## config.mk

```make
export PLATFORM = sky130hd
export DESIGN_NAME = rrts_fifo_mem
export DESIGN_NICKNAME = d
export VERILOG_FILES = /design/src/rrts_fifo_mem.sv
export SDC_FILE = /design/constraint.sdc
export NUM_CORES = 1
export LEC_CHECK = 0
export ABC_CLOCK_PERIOD_IN_PS = 2600
export BUFFER_PORTS_ARGS = -buffer_cell sky130_fd_sc_hd__buf_2
export CAP_MARGIN = 30
export CORE_MARGIN = 1.5
export CORE_UTILIZATION = 40
export DETAILED_ROUTE_END_ITERATION = 7
export SETUP_SLACK_MARGIN = 0.2
export SKIP_CTS_REPAIR_TIMING = 1
export SYNTH_ARGS = -nofsm -noshare
export SYNTH_HDL_FRONTEND = slang
export SYNTH_SLANG_ARGS = --single-unit
```

## constraint.sdc

```tcl
create_clock -name clock -period 2.6 [get_ports clock]
set_input_delay 0.52 -clock clock [delete_from_list [all_inputs] [get_ports clock]]
set_output_delay 0.52 -clock clock [all_outputs]
set_load 0.005 [all_outputs]
```

## src/rrts_fifo_mem.sv

```systemverilog
// Ready-queue memory of task ids, one write and one registered read per cycle.
module rrts_fifo_mem #(
   parameter int AW = 5
) (
   input  logic          clock,
   input  logic          wr_en,
   input  logic [AW-1:0] wr_addr,
   input  logic [AW-1:0] wr_data,
   input  logic [AW-1:0] rd_addr,
   output logic [AW-1:0] rd_data
);
   logic [AW-1:0] mem [2**AW];

   always_ff @(posedge clock) begin
      if (wr_en) begin
         mem[wr_addr] <= wr_data;
      end
      rd_data <= mem[rd_addr];
   end
endmodule

```

==> results_dict.tcl <==
set metrics [dict create \
    setup_viol 0 \
    synth_area_leaders "edfxtp_1, mux4_2, nor2_1" \
    insertion_delay_ps 420 \
    skew_ps 4.57 \
    h-tree-depth 4 \
    timing.final.crit_period_ps 1970 \
    grt_pass1_vias 2915 \
    max_freq_mhz 508 \
    syn_area_um2 6340 \
    crit_chain "buf_2 > buf_12 > mux4_2 > mux4_2 > mux2_2" \
    arrival_ps 2280 \
    drive_gt1_share_pct 35.0 \
    cts-root-buf "clkbuf_16" \
    final_util_pct 48.1 \
    synth_edf_count 160 \
    fin_cells 537 \
    numPortBuffers 21 \
    num-nets-final 330 \
    critPathKind "input port to flop" \
    antenna_found_initial 0 \
    clk_pin_slew_worst_paths_ps 60 \
    post_drt_wl_per_cell_um 22.1 \
    syn_nets 294 \
    core_area_um2 15400 \
    grt_pass1_wl_um 18200 \
    path_depth 5 \
    grtUsageTotal_pct 15.9 \
    dieHeight_um 129 \
    leakage_nw 2.32 \
    netlist_top_cells_count "edfxtp_1, mux4_2, nor2_1" \
    nFillCells 1203 \
    ys.flop_type "edfxtp_1" \
    synth_async_sr_flop_share_pct 0 \
    drv_cap 0 \
    hold_viol_final 0 \
    rr_worst_depth 3 \
    cts_made_buffers 17 \
    final_max_slew_viol_count 0 \
    synth_cell_types 13 \
    grt_max_degree 33 \
    syn_inst 277 \
    antennaDiodeCount 0 \
    path_common_cell "mux4_2" \
    syn_area_per_cell_um2 22.9 \
    status "finished clean" \
    critPathMaxStageDelay_ps 560 \
    dr_total_vias 2774 \
    synth_top_area_cell "edfxtp_1" \
    gp_congestion 0.788 \
    drtIter0Drc 186 \
    firstDrtPassIters 4 \
    slowest_stage "mux4_2" \
    rsz0062_at_grt "no" \
    p_per_area_nw_per_um2 796 \
    setup_tns_ps 0 \
    drt_drc_violations_left 0 \
    p_total_mw 5.89 \
    hold_depth 2 \
    die_area_um2 16600 \
    peakVddDrop_uv 522 \
    fin_crit_sh_pct 75.7 \
    drt-total-wl_um 11900 \
    critPathMaxFanout 16 \
    placed_area_um2 6770 \
    holdCritPathClass "input port to flop" \
    dp.cells 505 \
    cts_tree "yes" \
    synth_top_cell_area_share_pct 75.7 \
    synth_most_common_cell "edfxtp_1" \
    synth_warnings 0 \
    required_ps 2910 \
    grt-ovfl-total 0 \
    clkSinkCount 165 \
    cts_buffer_depth 2 \
    hpwl_um 7840 \
    drtAntennaViolNets 0 \
    ys_ff_latch 165 \
    maxSlewHeadroom_pct 60.1 \
    num_rows 45 \
    crit_buf_inv 2 \
    tightest_slew_ps 599 \
    yosysSeqAreaShare_pct 77.3 \
    final_area_um2 7400 \
    ios 22 \
    crit_family "multiplexers" \
    routed_via_density 5.17 \
    start_util_pct 41.3 \
    end_kind "flop" \
    cp-start-kind "input port" \
    fp.dieW_um 129 \
    area_delta_synth_final_pct 16.6 \
]
## path summary, 6_finish.rpt
| check | endpoint | from | slack (ps) |
|---|---|---|---|
| min | rd_data[0] | rd_addr[3] | 480 |
| min reg2reg | rd_data[3] | mem[16][3] | 910 |
| max | rd_data[3] | rd_addr[0] | 630 |
| max reg2reg | rd_data[2] | mem[13][2] | 820 |
## final cells by class
class / instances / area, um^2 / share of cell area [%]
Tap cell: 211 / 264 / 3.57
Sequential cell: 165 / 4900 / 66.3
Timing Repair Buffer: 29 / 215 / 2.91
Multi-Input combinational cell: 100 / 1390 / 18.8
Clock buffer: 21 / 440 / 5.95
Clock inverter: 11 / 181 / 2.45
## report_power, final
part	switching, mW	internal [mW]	total (mW)
logic	0.151	0.134	0.285
clock network	0.937	1.69	2.63
registers	0.0149	2.96	2.97
total	1.10	4.78	5.89
## placed cells by master, fill, tap and decap left out, drive strengths merged
master,instances
clkinv,5
clkinvlp,1
mux2,5
clkbuf,21
buf,29
dfxtp,5
nand3,2
or3,1
edfxtp,160
nor2,33
nand3b,5
mux4,50
or3b,3
nand2,1
bufinv,5
## per-layer routing
metal  global-route usage [%]  share of wire, %  up-vias
li1                         -                 -     1235
met1                     21.3                45     1468
met2                     25.6                50       57
met3                     3.58               3.8       14
met4                     6.41               1.5        0
met5                        0                 0        -
## flip-flops by register name (all words and copies together) (netlist names)
register  count
rd_data       5
mem         160
## logic make-up after synthesis
family,count (synthesis),synth area share (%)
flops,165,77.3
mux,55,18.6
simple gates,45,3.27
buf+inv,12,0.789
## stage by stage
step	setup WS, ps	hold WS, ps
global route	580	472
detailed placement	178	892
finish	633	477
CTS	622	469
global placement	177	881
floorplan	321	619
No activity file was read; power rests on OpenSTA's default activity.
