## config.mk

```make
export PLATFORM = sky130hd
export DESIGN_NAME = rrts_wake_mult
export DESIGN_NICKNAME = d
export VERILOG_FILES = /design/src/rrts_pkg.sv /design/src/rrts_wake_mult.sv
export SDC_FILE = /design/constraint.sdc
export NUM_CORES = 1
export LEC_CHECK = 0
export BUFFER_PORTS_ARGS = -buffer_cell sky130_fd_sc_hd__buf_2
export CAP_MARGIN = 10
export CORE_MARGIN = 5
export CORE_UTILIZATION = 35
export DETAILED_ROUTE_END_ITERATION = 12
export PLACE_DENSITY = 0.57
export SYNTH_ARGS = -nofsm -noshare
export SYNTH_HDL_FRONTEND = slang
export SYNTH_SLANG_ARGS = --single-unit
export TNS_END_PERCENT = 5
```

## constraint.sdc

```tcl
create_clock -name clock -period 9.39 [get_ports clock]
set_clock_uncertainty 0.05 [all_clocks]
set_input_delay 0 -clock clock [delete_from_list [all_inputs] [get_ports clock]]
set_output_delay 0 -clock clock [all_outputs]
set_load 0.01 [all_outputs]
```

## src/rrts_pkg.sv

```systemverilog
// Shared types and constants for the round-robin task scheduler.
package rrts_pkg;

   // Action codes
   typedef enum logic [2:0] {
      ACT_ADD    = 3'd0,
      ACT_SWITCH = 3'd1,
      ACT_SLEEP  = 3'd2,
      ACT_WAIT   = 3'd3,
      ACT_RESUME = 3'd4
   } action_type;

   // Error codes
   localparam logic [1:0] ERR_NONE    = 2'd0;
   localparam logic [1:0] ERR_BAD_ID  = 2'd1;
   localparam logic [1:0] ERR_FULL    = 2'd2;
   localparam logic [1:0] ERR_NO_TASK = 2'd3;

   // Task states
   localparam logic [1:0] ST_READY    = 2'd0;
   localparam logic [1:0] ST_RUNNING  = 2'd1;
   localparam logic [1:0] ST_SLEEPING = 2'd2;

   localparam logic [19:0] NS_PER_MS = 20'd1000000;

   // Request word layout: action, cpu, task_id, now_ns, sleep_ms, event_type, event_param
   localparam int REQ_BITS = 3 + 2 + 5 + 64 + 32 + 8 + 32;
   localparam int REQ_BYTES = (REQ_BITS + 7) / 8;
   // Response word: next_task, is_idle, woke_any, delivered_param, switch_ticks, error
   localparam int RSP_BITS = 5 + 1 + 1 + 32 + 64 + 2;
   localparam int RSP_BYTES = (RSP_BITS + 7) / 8;

   // Table entry held in the task memory
   typedef struct packed {
      logic [1:0]  state;
      logic [63:0] wake;
      logic [7:0]  wait_type;
      logic [31:0] param;
   } task_entry_type;

endpackage

```

## src/rrts_wake_mult.sv

```systemverilog
// Two-stage wake time unit: now + ms * 1e6, split into 16-bit partial products.
module rrts_wake_mult (
   input  logic        clock,
   input  logic        start,
   input  logic [63:0] now_ns,
   input  logic [31:0] sleep_ms,
   output logic [63:0] wake_at
);
   import rrts_pkg::*;

   logic [35:0] lo_prod_ff;
   logic [35:0] hi_prod_ff;
   logic [63:0] now_ff;

   // stage 1: partial products, widened before the multiply
   always_ff @(posedge clock) begin
      if (start) begin
         lo_prod_ff <= 36'(sleep_ms[15:0]) * 36'(NS_PER_MS);
         hi_prod_ff <= 36'(sleep_ms[31:16]) * 36'(NS_PER_MS);
         now_ff     <= now_ns;
      end
   end

   // stage 2: recombine, wraps modulo 2^64
   assign wake_at = now_ff + 64'(lo_prod_ff) + {12'd0, hi_prod_ff, 16'd0};
endmodule

```

==> results.yml <==
route:
  first_pass_iters: 5
  wirelength_um: 34960
  dr_total_vias: 10450
  wire_per_inst_um: 16.27
  drtIter0Drc: 472
  drc_errors: 0
  ant_nets: 0
  vias_per_cell: 4.863
min_path:
  worstHoldPathType: "input pin to flip-flop"
clock_network:
  cts_buffers: 17
  cts_tree: "built"
  cts_setup_buffers: 0
  clockBufferDepth: 2
  cts-root-buf: "clkbuf_16"
  postCtsHoldBufs: 72
  path_clk_slew_ns: 0.06
  clkSinkCount: 124
  h-tree-depth: 4
  cts_resized: 0
yosys:
  ys_seq_elements: 124
  synth-edff-count: 124
  synth_warnings: 0
  syn_inst: 1377
  synth_area_leaders: "edfxtp_1 (26%), ha_1 (25%), fa_1 (17%)"
  yosysSeqAreaShare: 0.2554
  synth_top_area_share: 0.2554
  ys.flop_type: "edfxtp_1"
  yosysUniqueCellTypes: 61
  synthTopCellsByCount: "ha_1 (288), inv_1 (199), fa_1 (125)"
  async_reset_ff_frac: 0
  yosysMostFrequentCell: "ha_1"
  syn_area_sq_um: 14580
  synth_area_leader_cell: "edfxtp_1"
  syn_nets: 1888
  syn_area_per_cell_sq_um: 10.59
global_routing:
  overflow: 0
  grt_use_total: 0.1565
  grt_pass1_vias: 11250
  use_met1: 0.2172
  grt-busiest-layer: "met2"
  grt_max_degree: 75
  antenna_found_initial: 0
  use_met3: 0.02668
  met2_usage: 0.2556
  grt_pass1_wl_um: 58320
sta:
  min_period_ns: 5.746
  fmax_mhz: 174.0
  post-route-period-util: 0.6119
  slew_headroom: 0.3599
  maxSlewViolCount: 0
  setup_tns_ns: 0
  rsz0062_at_grt: "false"
  hold_viol: 0
  tightest_slew_ns: 0.9601
  setup_viol: 0
power:
  p_leak_nw: 8.217
  pwr-share-seq: 0.142
  p_comb_frac: 0.752
  p_int_mw: 3.430
  swShare: 0.4942
  ir_worst_vdd_v: 0.0002016
  switchingPower_mw: 3.351
  p_per_area_nw_per_um2: 392.4
  p_clk_frac: 0.106
  power.total_mw: 6.781
cells_and_area:
  fin_area_sq_um: 17280
  drive_gt1_frac: 0.1317
  diodes: 0
  syn2layout_area_growth_pct: 18.54
  nets: 2115
floorplan:
  coreArea_sq_um: 41020
  fp.dieW_um: 214.1
  initial_core_util: 0.3555
  fp.dieH_um: 214.1
  num_io_pins: 162
  dieArea_sq_um: 45840
  rows: 74
outcome:
  outcome: "completed"
run:
  drv_cap: 0
setup_path:
  cp.arrival_ns: 5.88
  end_kind: "flip-flop"
  crit_path_max_fanout: 8
  path_class: "input pin to flip-flop"
  required_ns: 9.52
  cp-start-kind: "input pin"
placed_design:
  gp_congestion: 0.8777
  dp_hpwl_um: 28940
  io_buffers: 161
  placedInstanceArea_sq_um: 15930
## through the flow
step,setup slack (ns),util,cells,hold WS (ns)
after global routing,3.210,0.4214,2149,0.04498
after detailed placement,3.708,0.3883,2045,0.1284
after global placement,3.747,0.3883,2045,0.1269
after CTS,3.644,0.4214,2149,0.02753
final,3.644,0.4214,2149,0.04760
after floorplan,4.157,-,1377,0.04887
## layout by cell type (no fill, tap or decap), types with 38 or more instances in the layout
| cell type | instances |
|---|---|
| a21oi_1 | 97 |
| dlygate4sd3_1 | 72 |
| inv_1 | 199 |
| ha_1 | 288 |
| edfxtp_1 | 124 |
| nor2_1 | 62 |
| xor2_1 | 38 |
| o21ai_0 | 50 |
| fa_1 | 125 |
| buf_2 | 160 |
| nand2_1 | 68 |
| xnor2_1 | 68 |
## registers in the layout (all words and copies together) (netlist names)
signal	count
hi_prod_ff	30
lo_prod_ff	30
now_ff	64
## critical path, stage by stage
cell and delay, ns:
dlygate4sd3_1 0.52, buf_2 0.18, inv_1 0.08, fa_1 0.53, inv_1 0.05, fa_1 0.50, fa_1 0.57, fa_1 0.43
ha_1 0.29, inv_1 0.05, fa_1 0.49, inv_1 0.04, ha_1 0.38, nor2b_1 0.16, or4_1 0.39, a31oi_1 0.26
o31ai_1 0.18, a221o_1 0.31, a21oi_1 0.22, o21ai_1 0.10, xor2_1 0.14
## final cells by class
type | instances | area (sq um)
Sequential cell | 124 | 3724
Timing Repair Buffer | 234 | 1536
Fill cell | 3925 | 23730
Multi-Input combinational cell | 1028 | 9976
Tap cell | 532 | 665.6
Inverter | 199 | 747.0
Clock inverter | 15 | 209.0
Clock buffer | 17 | 425.4
## layer usage
| metal | routed length [um] | vias up |
|---|---|---|
| li1 | - | 5282 |
| met1 | 17180 | 4944 |
| met2 | 15960 | 190 |
| met3 | 1142 | 34 |
| met4 | 683 | 0 |
| met5 | 0 | - |
## kinds of logic after synthesis
family | synth area share
xor gates and xnor gates | 0.06367
buffers and inverters | 0.06041
adders and majority gates | 0.4188
and+or+nand+nor | 0.07552
DFF | 0.2554
AOI/OAI and AO/OA | 0.1262
## power groups by stage
stage / registers (mW) / clock network, mW / logic [mW]
2_1_floorplan: 0.948 / 0 / 3.65
3_3_place_gp: 0.979 / 0 / 5.04
3_5_place_dp: 0.979 / 0 / 5.04
4_1_cts: 0.969 / 0.741 / 5.13
5_1_grt: 0.982 / 0.762 / 5.78
6_report: 0.963 / 0.717 / 5.10
## path summary, 6_finish.rpt
| kind | slack, ns | cells after the start | startpoint | end |
|---|---|---|---|---|
| setup / recovery | 3.64 | 21 | sleep_ms[17] | hi_prod_ff[34]$_DFFE_PP_ |
| hold / removal | 0.05 | 3 | sleep_ms[20] | hi_prod_ff[10]$_DFFE_PP_ |
Note: power is estimated with default switching activity, not from simulation.
